## src/hw/rtl/u2u_pkg.sv

```systemverilog
`timescale 1ns / 1ps
// ----------------------------------------------------------------------------
// u2u_pkg
// Shared types and constants of the UCS-2 to UTF-8 encoder.
// ----------------------------------------------------------------------------
package u2u_pkg;

    // result status codes
    typedef enum logic [1:0] {
        ST_BYTE    = 2'd0,
        ST_TERM    = 2'd1,
        ST_SURR    = 2'd2,
        ST_NOSPACE = 2'd3
    } t_status;

    // configuration register indexes
    localparam logic [1:0] CFG_IGNORE_ERRORS   = 2'd0;
    localparam logic [1:0] CFG_SKIP_BOM        = 2'd1;
    localparam logic [1:0] CFG_BUFFER_CAPACITY = 2'd2;

    localparam logic [15:0] CAPACITY_RESET = 16'hffff;

    // code unit classification
    localparam logic [15:0] SURR_LO      = 16'hd800;
    localparam logic [15:0] SURR_HI      = 16'hdfff;
    localparam logic [15:0] BOM          = 16'hfeff;
    localparam logic [15:0] ONE_BYTE_MAX = 16'h007f;
    localparam logic [15:0] TWO_BYTE_MAX = 16'h07ff;

    // utf-8 lead and continuation prefixes
    localparam logic [2:0] LEAD2_PFX = 3'b110;
    localparam logic [3:0] LEAD3_PFX = 4'b1110;
    localparam logic [1:0] CONT_PFX  = 2'b10;

    // queue between classifier and byte sequencer
    localparam int QUEUE_DEPTH = 2;
    localparam int QPTR_W      = (QUEUE_DEPTH > 1) ? $clog2(QUEUE_DEPTH) : 1;
    localparam int QCNT_W      = $clog2(QUEUE_DEPTH + 1);

    // configuration as seen by the classifier
    typedef struct packed {
        logic        ignore_errors;
        logic        skip_bom;
        logic [15:0] capacity;
    } t_cfg;

    // one job: up to three result words of one code unit
    typedef struct packed {
        logic [1:0]  nres;
        logic [7:0]  b0;
        logic [7:0]  b1;
        logic [7:0]  b2;
        t_status     status;
        logic [15:0] total;
    } t_job;

endpackage

```

## src/hw/rtl/ucs2_to_utf8_encoder.sv

```systemverilog
`timescale 1ns / 1ps
// ----------------------------------------------------------------------------
// ucs2_to_utf8_encoder
// UCS-2 to UTF-8 encoder: one 16-bit code unit in, up to three result words
// out, with surrogate, byte order mark and buffer capacity handling.
//
//   channel  direction  handshake                payload
//   in       input      i_in_valid / o_in_stall  i_code_unit
//   out      output     o_out_valid / i_out_stall o_out_byte, o_last_byte,
//                                                o_status, o_total_bytes
//   cfg      input      i_cfg_we                 i_cfg_index, i_cfg_wdata
//
// the output register sends one word per cycle while i_out_stall is low;
// a unit without result words is handled by the classifier alone.
// each unit is written as a job into the queue, and its first word is then
// loaded from the queue head into the output register.
// a two-entry job queue lets the input run ahead while the output stalls.
// synchronous active-low reset clears the queue, counters and configuration.
// ----------------------------------------------------------------------------
module ucs2_to_utf8_encoder
    import u2u_pkg::*;
#(
    parameter int COUNT_BITS = 16
) (
    input  logic        i_clk,
    input  logic        i_rst_n,
    input  logic        i_cfg_we,
    input  logic [1:0]  i_cfg_index,
    input  logic [15:0] i_cfg_wdata,
    input  logic        i_in_valid,
    output logic        o_in_stall,
    input  logic [15:0] i_code_unit,
    output logic        o_out_valid,
    input  logic        i_out_stall,
    output logic [7:0]  o_out_byte,
    output logic        o_last_byte,
    output logic [1:0]  o_status,
    output logic [15:0] o_total_bytes
);

    t_cfg r_cfg;
    logic w_push, w_pop, w_full, w_empty;
    t_job w_job, w_head;

    // configuration registers
    always_ff @(posedge i_clk) begin
        if (!i_rst_n) begin
            r_cfg.ignore_errors <= 1'b0;
            r_cfg.skip_bom      <= 1'b0;
            r_cfg.capacity      <= CAPACITY_RESET;
        end else if (i_cfg_we) begin
            unique case (i_cfg_index)
                CFG_IGNORE_ERRORS:   r_cfg.ignore_errors <= i_cfg_wdata[0];
                CFG_SKIP_BOM:        r_cfg.skip_bom      <= i_cfg_wdata[0];
                CFG_BUFFER_CAPACITY: r_cfg.capacity      <= i_cfg_wdata;
                default: ;
            endcase
        end
    end

    assign o_in_stall = w_full;

    // classifier
    u2u_front #(
        .COUNT_BITS (COUNT_BITS)
    ) u_front (
        .i_clk       (i_clk),
        .i_rst_n     (i_rst_n),
        .i_cfg       (r_cfg),
        .i_in_valid  (i_in_valid),
        .i_code_unit (i_code_unit),
        .i_accept    (!w_full),
        .o_push      (w_push),
        .o_job       (w_job)
    );

    // job queue
    u2u_queue u_queue (
        .i_clk   (i_clk),
        .i_rst_n (i_rst_n),
        .i_push  (w_push),
        .i_job   (w_job),
        .i_pop   (w_pop),
        .o_head  (w_head),
        .o_full  (w_full),
        .o_empty (w_empty)
    );

    // byte sequencer
    u2u_back u_back (
        .i_clk         (i_clk),
        .i_rst_n       (i_rst_n),
        .i_head        (w_head),
        .i_empty       (w_empty),
        .o_pop         (w_pop),
        .o_out_valid   (o_out_valid),
        .i_out_stall   (i_out_stall),
        .o_out_byte    (o_out_byte),
        .o_last_byte   (o_last_byte),
        .o_status      (o_status),
        .o_total_bytes (o_total_bytes)
    );

endmodule

```

## src/hw/rtl/u2u_front.sv

```systemverilog
`timescale 1ns / 1ps
// ----------------------------------------------------------------------------
// u2u_front
// Accepts code units, classifies them, keeps the string byte count and the
// abort flag, and queues one job for every unit that produces results.
// ----------------------------------------------------------------------------
module u2u_front
    import u2u_pkg::*;
#(
    parameter int COUNT_BITS = 16
) (
    input  logic        i_clk,
    input  logic        i_rst_n,
    input  t_cfg        i_cfg,
    input  logic        i_in_valid,
    input  logic [15:0] i_code_unit,
    input  logic        i_accept,
    output logic        o_push,
    output t_job        o_job
);

    localparam int SW = ((COUNT_BITS > 16) ? COUNT_BITS : 16) + 1;

    logic [COUNT_BITS-1:0] r_count, n_count;
    logic                  r_aborted, n_aborted;

    logic [SW-1:0] w_cnt, w_cnt_inc, w_sum, w_cap, w_max;
    logic [1:0]    w_n;
    logic [7:0]    w_b0, w_b1, w_b2;
    logic          w_surr, w_over;

    // encoding of the unit
    always_comb begin
        w_n  = 2'd3;
        w_b0 = {LEAD3_PFX, i_code_unit[15:12]};
        w_b1 = {CONT_PFX, i_code_unit[11:6]};
        w_b2 = {CONT_PFX, i_code_unit[5:0]};
        if (i_code_unit <= ONE_BYTE_MAX) begin
            w_n  = 2'd1;
            w_b0 = i_code_unit[7:0];
        end else if (i_code_unit <= TWO_BYTE_MAX) begin
            w_n  = 2'd2;
            w_b0 = {LEAD2_PFX, i_code_unit[10:6]};
            w_b1 = {CONT_PFX, i_code_unit[5:0]};
        end
    end

    // room checks
    assign w_cnt     = SW'(r_count);
    assign w_cnt_inc = w_cnt + SW'(1);
    assign w_sum     = w_cnt + SW'(w_n);
    assign w_cap     = SW'(i_cfg.capacity);
    assign w_max     = SW'({COUNT_BITS{1'b1}});
    assign w_over    = (w_sum > w_cap) || (w_sum > w_max);
    assign w_surr    = (i_code_unit >= SURR_LO) && (i_code_unit <= SURR_HI);

    // classification, job build and next state
    always_comb begin
        n_count      = r_count;
        n_aborted    = r_aborted;
        o_push       = 1'b0;
        o_job.nres   = 2'd1;
        o_job.b0     = 8'h00;
        o_job.b1     = w_b1;
        o_job.b2     = w_b2;
        o_job.status = ST_BYTE;
        o_job.total  = 16'h0000;
        if (i_in_valid && i_accept) begin
            priority if (i_code_unit == 16'h0000) begin
                n_count   = '0;
                n_aborted = 1'b0;
                if (!r_aborted) begin
                    o_push = 1'b1;
                    if (w_cnt_inc > w_cap) begin
                        o_job.status = ST_NOSPACE;
                    end else begin
                        o_job.status = ST_TERM;
                        o_job.total  = w_cnt[15:0];
                    end
                end
            end else if (r_aborted) begin
                // string already aborted: drop
            end else if (w_surr) begin
                if (!i_cfg.ignore_errors) begin
                    n_aborted    = 1'b1;
                    o_push       = 1'b1;
                    o_job.status = ST_SURR;
                end
            end else if ((i_code_unit == BOM) && i_cfg.skip_bom) begin
                // byte order mark dropped
            end else if (w_over) begin
                n_aborted    = 1'b1;
                o_push       = 1'b1;
                o_job.status = ST_NOSPACE;
            end else begin
                n_count     = w_sum[COUNT_BITS-1:0];
                o_push      = 1'b1;
                o_job.nres  = w_n;
                o_job.b0    = w_b0;
                o_job.total = w_cnt_inc[15:0];
            end
        end
    end

    // string state
    always_ff @(posedge i_clk) begin
        if (!i_rst_n) begin
            r_count   <= '0;
            r_aborted <= 1'b0;
        end else begin
            r_count   <= n_count;
            r_aborted <= n_aborted;
        end
    end

endmodule

```

## src/hw/rtl/u2u_queue.sv

```systemverilog
`timescale 1ns / 1ps
// ----------------------------------------------------------------------------
// u2u_queue
// Short job queue between the classifier and the byte sequencer.
// ----------------------------------------------------------------------------
module u2u_queue
    import u2u_pkg::*;
(
    input  logic i_clk,
    input  logic i_rst_n,
    input  logic i_push,
    input  t_job i_job,
    input  logic i_pop,
    output t_job o_head,
    output logic o_full,
    output logic o_empty
);

    t_job              r_mem [QUEUE_DEPTH];
    logic [QPTR_W-1:0] r_wr_ptr, r_rd_ptr;
    logic [QCNT_W-1:0] r_fill;

    function automatic logic [QPTR_W-1:0] f_next(input logic [QPTR_W-1:0] ptr);
        logic [QPTR_W-1:0] nxt;
        nxt = (ptr == QPTR_W'(QUEUE_DEPTH - 1)) ? '0 : ptr + QPTR_W'(1);
        return nxt;
    endfunction

    assign o_full  = (r_fill == QCNT_W'(QUEUE_DEPTH));
    assign o_empty = (r_fill == '0);
    assign o_head  = r_mem[r_rd_ptr];

    // entry storage
    always_ff @(posedge i_clk) begin
        if (i_push) begin
            r_mem[r_wr_ptr] <= i_job;
        end
    end

    // pointers and fill level
    always_ff @(posedge i_clk) begin
        if (!i_rst_n) begin
            r_wr_ptr <= '0;
            r_rd_ptr <= '0;
            r_fill   <= '0;
        end else begin
            if (i_push) begin
                r_wr_ptr <= f_next(r_wr_ptr);
            end
            if (i_pop) begin
                r_rd_ptr <= f_next(r_rd_ptr);
            end
            if (i_push && !i_pop) begin
                r_fill <= r_fill + QCNT_W'(1);
            end else if (i_pop && !i_push) begin
                r_fill <= r_fill - QCNT_W'(1);
            end
        end
    end

endmodule

```

## src/hw/rtl/u2u_back.sv

```systemverilog
`timescale 1ns / 1ps
// ----------------------------------------------------------------------------
// u2u_back
// Byte sequencer: drains queued jobs one result word per cycle into the
// output register while the output is not stalled.
// ----------------------------------------------------------------------------
module u2u_back
    import u2u_pkg::*;
(
    input  logic        i_clk,
    input  logic        i_rst_n,
    input  t_job        i_head,
    input  logic        i_empty,
    output logic        o_pop,
    output logic        o_out_valid,
    input  logic        i_out_stall,
    output logic [7:0]  o_out_byte,
    output logic        o_last_byte,
    output logic [1:0]  o_status,
    output logic [15:0] o_total_bytes
);

    t_job        r_job;
    logic [1:0]  r_idx;
    logic        r_busy;
    logic        r_out_valid;
    logic [7:0]  r_out_byte;
    logic        r_out_last;
    t_status     r_out_status;
    logic [15:0] r_out_total;

    logic        w_load;
    t_job        w_src;
    logic [1:0]  w_idx;
    logic        w_last;
    logic [7:0]  w_byte;

    // output slot free when empty or being taken
    assign w_load = !r_out_valid || !i_out_stall;
    assign o_pop  = w_load && !r_busy && !i_empty;

    // source of the next word: job in progress or queue head
    always_comb begin
        w_src  = r_busy ? r_job : i_head;
        w_idx  = r_busy ? r_idx : 2'd0;
        w_last = (w_idx == (w_src.nres - 2'd1));
        unique case (w_idx)
            2'd0:    w_byte = w_src.b0;
            2'd1:    w_byte = w_src.b1;
            default: w_byte = w_src.b2;
        endcase
    end

    // job progress
    always_ff @(posedge i_clk) begin
        if (!i_rst_n) begin
            r_busy <= 1'b0;
            r_idx  <= 2'd0;
        end else if (w_load && (r_busy || !i_empty)) begin
            r_busy <= !w_last;
            r_idx  <= w_idx + 2'd1;
        end
    end

    always_ff @(posedge i_clk) begin
        if (o_pop) begin
            r_job <= i_head;
        end
    end

    // output register
    always_ff @(posedge i_clk) begin
        if (!i_rst_n) begin
            r_out_valid <= 1'b0;
        end else if (w_load) begin
            r_out_valid <= r_busy || !i_empty;
        end
    end

    always_ff @(posedge i_clk) begin
        if (w_load && (r_busy || !i_empty)) begin
            r_out_byte   <= w_byte;
            r_out_last   <= w_last;
            r_out_status <= w_src.status;
            r_out_total  <= w_src.total + 16'(w_idx);
        end
    end

    assign o_out_valid   = r_out_valid;
    assign o_out_byte    = r_out_byte;
    assign o_last_byte   = r_out_last;
    assign o_status      = r_out_status;
    assign o_total_bytes = r_out_total;

`ifndef SYNTHESIS
    // a word that is not the last of its unit leaves a job in progress
    a_nonlast_busy: assert property (@(posedge i_clk) disable iff (!i_rst_n)
        r_out_valid && !r_out_last |-> r_busy)
        else $error("non-last word without job in progress");

    // terminator and error words stand alone
    a_single_last: assert property (@(posedge i_clk) disable iff (!i_rst_n)
        r_out_valid && (r_out_status != ST_BYTE) |-> r_out_last)
        else $error("terminator or error word not marked last");

    // job in progress points past its first word and inside its length
    a_idx_range: assert property (@(posedge i_clk) disable iff (!i_rst_n)
        r_busy |-> (r_idx != 2'd0) && (r_idx < r_job.nres))
        else $error("sequencer index out of range");

    // no queue pop while a job is still being drained
    a_pop_idle: assert property (@(posedge i_clk) disable iff (!i_rst_n)
        o_pop |-> !r_busy && !i_empty)
        else $error("pop while busy or queue empty");
`endif

endmodule
```

## config.mk

```make
export PLATFORM = sky130hd
export DESIGN_NAME = ucs2_to_utf8_encoder
export DESIGN_NICKNAME = d
export VERILOG_FILES = /design/src/hw/rtl/u2u_pkg.sv /design/src/hw/rtl/ucs2_to_utf8_encoder.sv /design/src/hw/rtl/u2u_front.sv /design/src/hw/rtl/u2u_queue.sv /design/src/hw/rtl/u2u_back.sv
export SDC_FILE = /design/constraint.sdc
export NUM_CORES = 1
export LEC_CHECK = 0
export ABC_AREA = 1
export ABC_CLOCK_PERIOD_IN_PS = 6600
export BUFFER_PORTS_ARGS = -buffer_cell sky130_fd_sc_hd__buf_2
export CAP_MARGIN = 20
export CORE_MARGIN = 2
export CORE_UTILIZATION = 55
export DETAILED_ROUTE_END_ITERATION = 7
export PLACE_DENSITY = 0.83
export SYNTH_ARGS = -nofsm -noshare
export SYNTH_HDL_FRONTEND = slang
export SYNTH_SLANG_ARGS = --single-unit
```

## constraint.sdc

```tcl
create_clock -name i_clk -period 6.6 [get_ports i_clk]
set_clock_uncertainty 0.2 [all_clocks]
set_input_delay 1.32 -clock i_clk [delete_from_list [all_inputs] [get_ports i_clk]]
set_output_delay 1.32 -clock i_clk [all_outputs]
set_load 0.02 [all_outputs]
```

# After elaboration in Yosys (flattened, before gate mapping)
# Memories as Yosys holds them, arrays and structs flattened. A register that Yosys moved wholly into a read port is not among the register bits.
# Index checks and enable logic that the tools add are counted.
word_totals:
  ramBits: 84
  elab_cells: 128
  register_bits: 114
  inputBits: 39
  romBits: 0
  mem_count: 1
  output_inout_bits: 29
  latchBits: 0
mem_list:
  columns: ["memory", "words", "word_bits", "rd", "rd_clocked_by_memory_dff", "write_ports", "line_no", "source"]
  rows:
  - ["u_queue.r_mem", 2, 42, 1, 1, 1, "u2u_queue.sv:19", "t_job r_mem [QUEUE_DEPTH];"]
op_classes:
  n_mul: 0
  bitwise_logic: 0
  mux: 52
  add_sub_neg: 9
  magnitude_cmp: 7
  eq_ne: 10
  div_mod_pow: 0
  n_reduce_logical: 28
  shift: 0
op_table:
  columns: ["cell", "count"]
  rows:
  - ["$mux 16", 8]
  - ["$mux 18", 5]
  - ["$mux 10", 6]
  - ["$mux 44", 1]
  - ["$gt 17x16->1", 2]
  - ["$mux 1", 19]
  - ["$add 16x1->17 const B", 1]
  - ["$add 16x2->17", 1]
  - ["$gt 17x16->1 const B", 1]
  - ["$add 16x2->16", 1]
  - ["$eq 16x16->1 const B", 1]
  - ["$ge 16x16->1 const B", 1]
  - ["$le 16x11->1 const B", 1]
  - ["$le 16x16->1 const B", 1]
  - ["$le 16x7->1 const B", 1]
  - ["$logic_not 16->1", 1]
  - ["$mux 2", 8]
  - ["$mux 8", 2]
  - ["$pmux 8 s2", 1]
  - ["$mux 6", 2]
  - ["$logic_and 1x1->1", 8]
  - ["$logic_not 1->1", 8]
  - ["$logic_not 2->1", 3]
  - ["$ne 2x2->1 const B", 3]
  - ["other kinds (11)", 20]

# Depth between registers and ports, before layout
depth:
  ltp_word: 12
  depth_mapped: 30
  ltp_nobuf: 30

# By module
# From an unflattened synthesis, not the netlist that was laid out.
hier_totals:
  hier_cells: 1143
  hier_area_um2: 11225.8
modules_own_cells:
  columns: ["module", "instances", "area_each_um2", "cells_each", "seq_area_each_um2"]
  rows:
  - ["u2u_queue", 1, 3607.2, 172, 2742.6]
  - ["u2u_back", 1, 3588.4, 348, 2212.1]
  - ["u2u_front", 1, 3234.4, 533, 340.3]
  - ["ucs2_to_utf8_encoder", 1, 795.8, 90, 360.3]

# Worst setup path after synthesis
# OpenSTA, ideal clock, no wires.
synth_path:
  kind: "input port to flip-flop"
  from: "in i_out_stall"
  to: "reg u_queue.r_fill[1]"
  path_stages: 9
  t_arrival_ps: 5464
  setup_time_ps: 122
  setup_slack_ps: 814
  path_buffers: 0
  t_required_ps: 6278
  cell_sequence: "nand2_1 inv_1 nor3_1 inv_1 ha_1 a21oi_1 o21ai_0 o21ai_0 a21oi_1"
synth_between:
  elab_chain_len: 7
  elab_cells_between_ends: 9
  classes_between: "mux (1); reduce/logical (8)"
synth_rtl:
  columns: ["element", "line_no", "source"]
  rows:
  - ["start, declared", "ucs2_to_utf8_encoder.sv:34", "input logic i_out_stall,"]
  - ["$logic_not 1->1 (*)", "u2u_back.sv:39", "assign w_load = !r_out_valid || !i_out_stall;"]
  - ["$logic_or 1x1->1 (*)", "u2u_back.sv:39", null]
  - ["$logic_and 1x1->1 (*) (2 in a row)", "u2u_back.sv:40", "assign o_pop = w_load && !r_busy && !i_empty;"]
  - ["net u_back.o_pop", "u2u_back.sv:14", "output logic o_pop,"]
  - ["$logic_not 1->1", "u2u_queue.sv:53", "if (i_push && !i_pop) begin"]
  - ["$logic_and 1x1->1", "u2u_queue.sv:53", null]
  - ["$mux 2 / $reduce_bool 2->1 (equally long branches)", null, null]
  - ["end signal, assigned", "u2u_queue.sv:54", "r_fill <= r_fill + QCNT_W'(1);"]
  - ["end signal, assigned", "u2u_queue.sv:56", "r_fill <= r_fill - QCNT_W'(1);"]
  - ["end, declared", "u2u_queue.sv:21", "logic [QCNT_W-1:0] r_fill;"]
# The timed path passes the listed nets; every way through them passes the cells marked *.
# A chain may end at the register's enable or synchronous reset.

# Worst setup path in the final report
layout_path:
  from: "in i_code_unit[15]"
  to: "mem u_queue.r_mem[0][38] (netlist name) (data pin)"
layout_between:
  elab_chain_len: 12
  elab_cells_between_ends: 21
  classes_between: "add/sub (1); order compare (6); eq/ne (1); mux (9); reduce/logical (4)"
layout_rtl:
  columns: ["element", "line_no", "source"]
  rows:
  - ["start, declared", "ucs2_to_utf8_encoder.sv:32", "input logic [15:0] i_code_unit,"]
  - ["$le 16x11->1", "u2u_front.sv:41", "end else if (i_code_unit <= TWO_BYTE_MAX) begin"]
  - ["$mux 1", "u2u_front.sv:41", null]
  - ["$mux 2", "u2u_front.sv:38", "if (i_code_unit <= ONE_BYTE_MAX) begin"]
  - ["$add 16x2->17", "u2u_front.sv:51", "assign w_sum = w_cnt + SW'(w_n);"]
  - ["$gt 17x16->1", "u2u_front.sv:54", "assign w_over = (w_sum > w_cap) || (w_sum > w_max);"]
  - ["$logic_or 1x1->1", "u2u_front.sv:54", null]
  - ["$mux 10", "u2u_front.sv:91", "end else if (w_over) begin"]
  - ["$mux 10", "u2u_front.sv:89", "end else if ((i_code_unit == BOM) && i_cfg.skip_bom) begin"]
  - ["$mux 10", "u2u_front.sv:83", "end else if (w_surr) begin"]
  - ["$mux 10", "u2u_front.sv:81", "end else if (r_aborted) begin"]
  - ["$mux 10 (*)", "u2u_front.sv:69", "priority if (i_code_unit == 16'h0000) begin"]
  - ["$mux 10 (*)", "u2u_front.sv:68", "if (i_in_valid && i_accept) begin"]
  - ["end, declared", "u2u_queue.sv:19", null]
# Every way passes the cells marked *; elsewhere a longest branch is shown, timed or not.

==> flow_metrics.py <==
metrics = {
    "logic_synthesis": {
        "synth.most_common_cell": "nand2_1",
        "ys_top_cells_by_area": "edfxtp_1, nand2_1, dfxtp_1",
        "synth_compound_area_share_pct": 9.012,
        "synthAdderAreaFrac_pct": 5.484,
        "synth_area_leader_cell": "edfxtp_1",
        "synthXorXnorAreaFrac_pct": 3.821,
        "avgSynthCellArea_sq_um": 9.212,
        "ys_warn_count": 0,
        "synthFlopType": "edfxtp_1",
        "synth_seq_cells": 191,
        "synth_commonest_cells": "nand2_1, edfxtp_1, nor2_1",
        "syn_inst": 1070,
        "synth_simple_gate_area_share_pct": 21.73,
        "async_flop_share_pct": 0,
        "synth.cell_area_sq_mm": 0.009857,
        "yosys.cell_types.count": 43,
        "synth_top_family_by_area": "simple AND/OR/NAND/NOR gates",
        "synth_edf_count": 147,
        "synth_top_area_share_pct": 44.78,
        "syn_nets": 1151,
        "synthMuxAreaShare_pct": 0,
        "ys_seq_area_share_pct": 53.72,
    },
    "pwr": {
        "ir_worst_vdd_mv": 0.3700,
        "leakage_nw": 4.622,
        "power_w": 0.004183,
        "power_density_mw_per_mm2": 383.3,
    },
    "routing": {
        "dr.first_iter.drc_count": 838,
        "ant_nets": 0,
        "vias": 7711,
        "finalWirelength_mm": 22.53,
        "routed_via_density": 5.687,
        "drc": 0,
        "drt-pass1-iter-count": 5,
        "routedWlPerCell_microns": 16.62,
    },
    "sta": {
        "setup_viol": 0,
        "fmax_mhz": 171.8,
        "fin_crit_ps": 5820,
        "period_share_pct": 88.18,
        "slew_viol_final": 0,
        "setup-tns-final_ps": 0,
        "hold_viol": 0,
        "slew_headroom_pct": 41.12,
        "worst_pin_slew_ps": 881.0,
        "rsz0062_at_grt": "false",
    },
    "cts": {
        "clock_path_buffers": 2,
        "postCtsHoldBufs": 0,
        "path_clk_slew_ps": 70,
        "clock_latency_ps": 440,
        "cts-root-buf": "clkbuf_16",
        "cts_sinks": 191,
        "cts_resized": 0,
        "cts_buffers": 17,
        "h-tree-depth": 4,
        "cts_tree": "done",
        "postCtsSetupBuffers": 0,
    },
    "final_layout": {
        "layout-drive-gt1-share_pct": 12.29,
        "final_nets": 1199,
        "area_growth_pct": 10.70,
        "diodes": 0,
    },
    "worst_setup_path": {
        "crit_top_cell": "nand2_1",
        "worstSetupEndpointType": "flip-flop",
        "r2r_start": "u_front.r_count[0]",
        "critical_path_required_ps": 6570,
        "startpoint_type": "input pin",
        "crit_slowest_cell": "fa_1",
        "crit_start": "i_code_unit[15]",
        "max_stage_delay_ps": 490,
        "path_max_fanout": 35,
        "cp_data_arrival_time_ps": 5790,
        "r2r_slack_ps": 2270,
        "setup.worst_path.class": "input pin to flip-flop",
    },
    "floorplan": {
        "start_util_pct": 56.59,
        "die_x_microns": 137.9,
        "die_y_microns": 137.9,
        "dieArea_sq_mm": 0.01901,
        "io_pins": 68,
        "rows": 48,
        "coreArea_sq_mm": 0.01742,
    },
    "global_route": {
        "antenna_found_initial": 0,
        "grt_pass1_vias": 7437,
        "grt_max_degree": 51,
        "track_usage_pct": 24.61,
        "grt_pass1_wl_mm": 36.07,
        "grt_overflow": 0,
    },
    "placement": {
        "port_buffers": 67,
        "gp_congestion": 0.9997,
        "place_hpwl_mm": 15.73,
    },
    "hold_path": {
        "hp-class": "flip-flop to flip-flop",
        "hp-start": "u_front.r_aborted",
    },
    "run_status": {
        "status": "finished, final reports clean",
    },
    "run": {
        "cap_violations": 0,
    },
}
[routing by layer]
metal	part of all wire, %	wire length (microns)	vias up	global-route usage (%)
met2	48	10810	377	41.67
met3	7.7	1729	47	4.386
met4	2.2	503	0	8.730
li1	-	-	3721	-
met5	0	0	-	0
met1	42	9487	3566	31.91
[critical path: cells and delay by family]
family | cells | cell delay [ps]
adders and majority gates | 3 | 980
and+or+nand+nor | 19 | 2470
AOI/OAI and AO/OA | 1 | 170
xor gates and xnor gates | 1 | 220
buffers and inverters | 7 | 640
[area by class of cell]
class                      instances  area [sq um]
clock buffer                      22         444.2
clock inverter                    10         103.9
fill                            1396          6505
inverter                         102         382.9
multi-input combinational        731          3976
sequential                       191          5295
tap                              225         281.5
timing repair buffer              75         427.9
[cell families (layout without fill, tap and decap cells)]
group / after synthesis / in the layout
AO/OA/AOI/OAI: 160 / 160
XOR/XNOR: 43 / 43
adder cells (fa/ha/maj): 42 / 42
buffers and inverters: 148 / 209
flip-flops: 191 / 191
AND/OR/NAND/NOR: 486 / 486
[state kept, by name, summed over array words and instances, names as in the netlist, 2 cells and up, named ones only]
| signal | count |
|---|---|
| u_queue.r_mem | 80 |
| u_queue.r_fill | 2 |
| u_back.o_total_bytes | 16 |
| u_back.o_out_byte | 8 |
| u_front.r_count | 16 |
| u_back.r_job | 40 |
| u_back.o_status | 2 |
| u_back.r_idx | 2 |
| r_cfg | 18 |
[worst paths after layout]
kind              depth (start not counted)                   end
setup reg to reg                         23  u_queue.r_mem[0][38]
hold reg to reg                           2     u_front.r_aborted
setup / recovery                         31  u_queue.r_mem[0][38]
hold / removal                            2     u_front.r_aborted
[where the power goes]
part	total [W]	internal (W)	switching, W
clock network	0.000987	0.000528	0.000459
registers	0.00188	0.00177	0.000109
logic	0.00131	0.000373	0.000941
total	0.00418	0.00267	0.00151
[per-stage QoR]
stage                     area (sq um)  utilization [%]  hold slack (ps)  instances  worst slack (ps)
after floorplan                   9857                -            225.9       1070             813.5
after global placement           10320            59.23            236.1       1322             610.6
after detailed placement         10360            59.50            245.6       1324             462.0
after CTS                        10910            62.65            255.4       1356             854.4
after global routing             10910            62.65            288.3       1356             352.9
final                            10910            62.65            258.1       1356             780.1
[layout by cell type (no fill, tap or decap), drive strengths merged]
cell	instances
nand2	263
edfxtp	147
nor2	113
inv	107
buf	75
a21oi	74
o21ai	47
nand3	45
dfxtp	44
ha	40
nand4	33
xor2	31
clkbuf	22
o211ai	19
nor3	17
a31oi	14
xnor2	12
nor4	7
or2	6
clkinv	3
o21a	2
a22oi	2
fa	2
and2	1
o21bai	1
nor3b	1
a211oi	1
bufinv	1
clkinvlp	1
(Power assumes the default switching activity.)
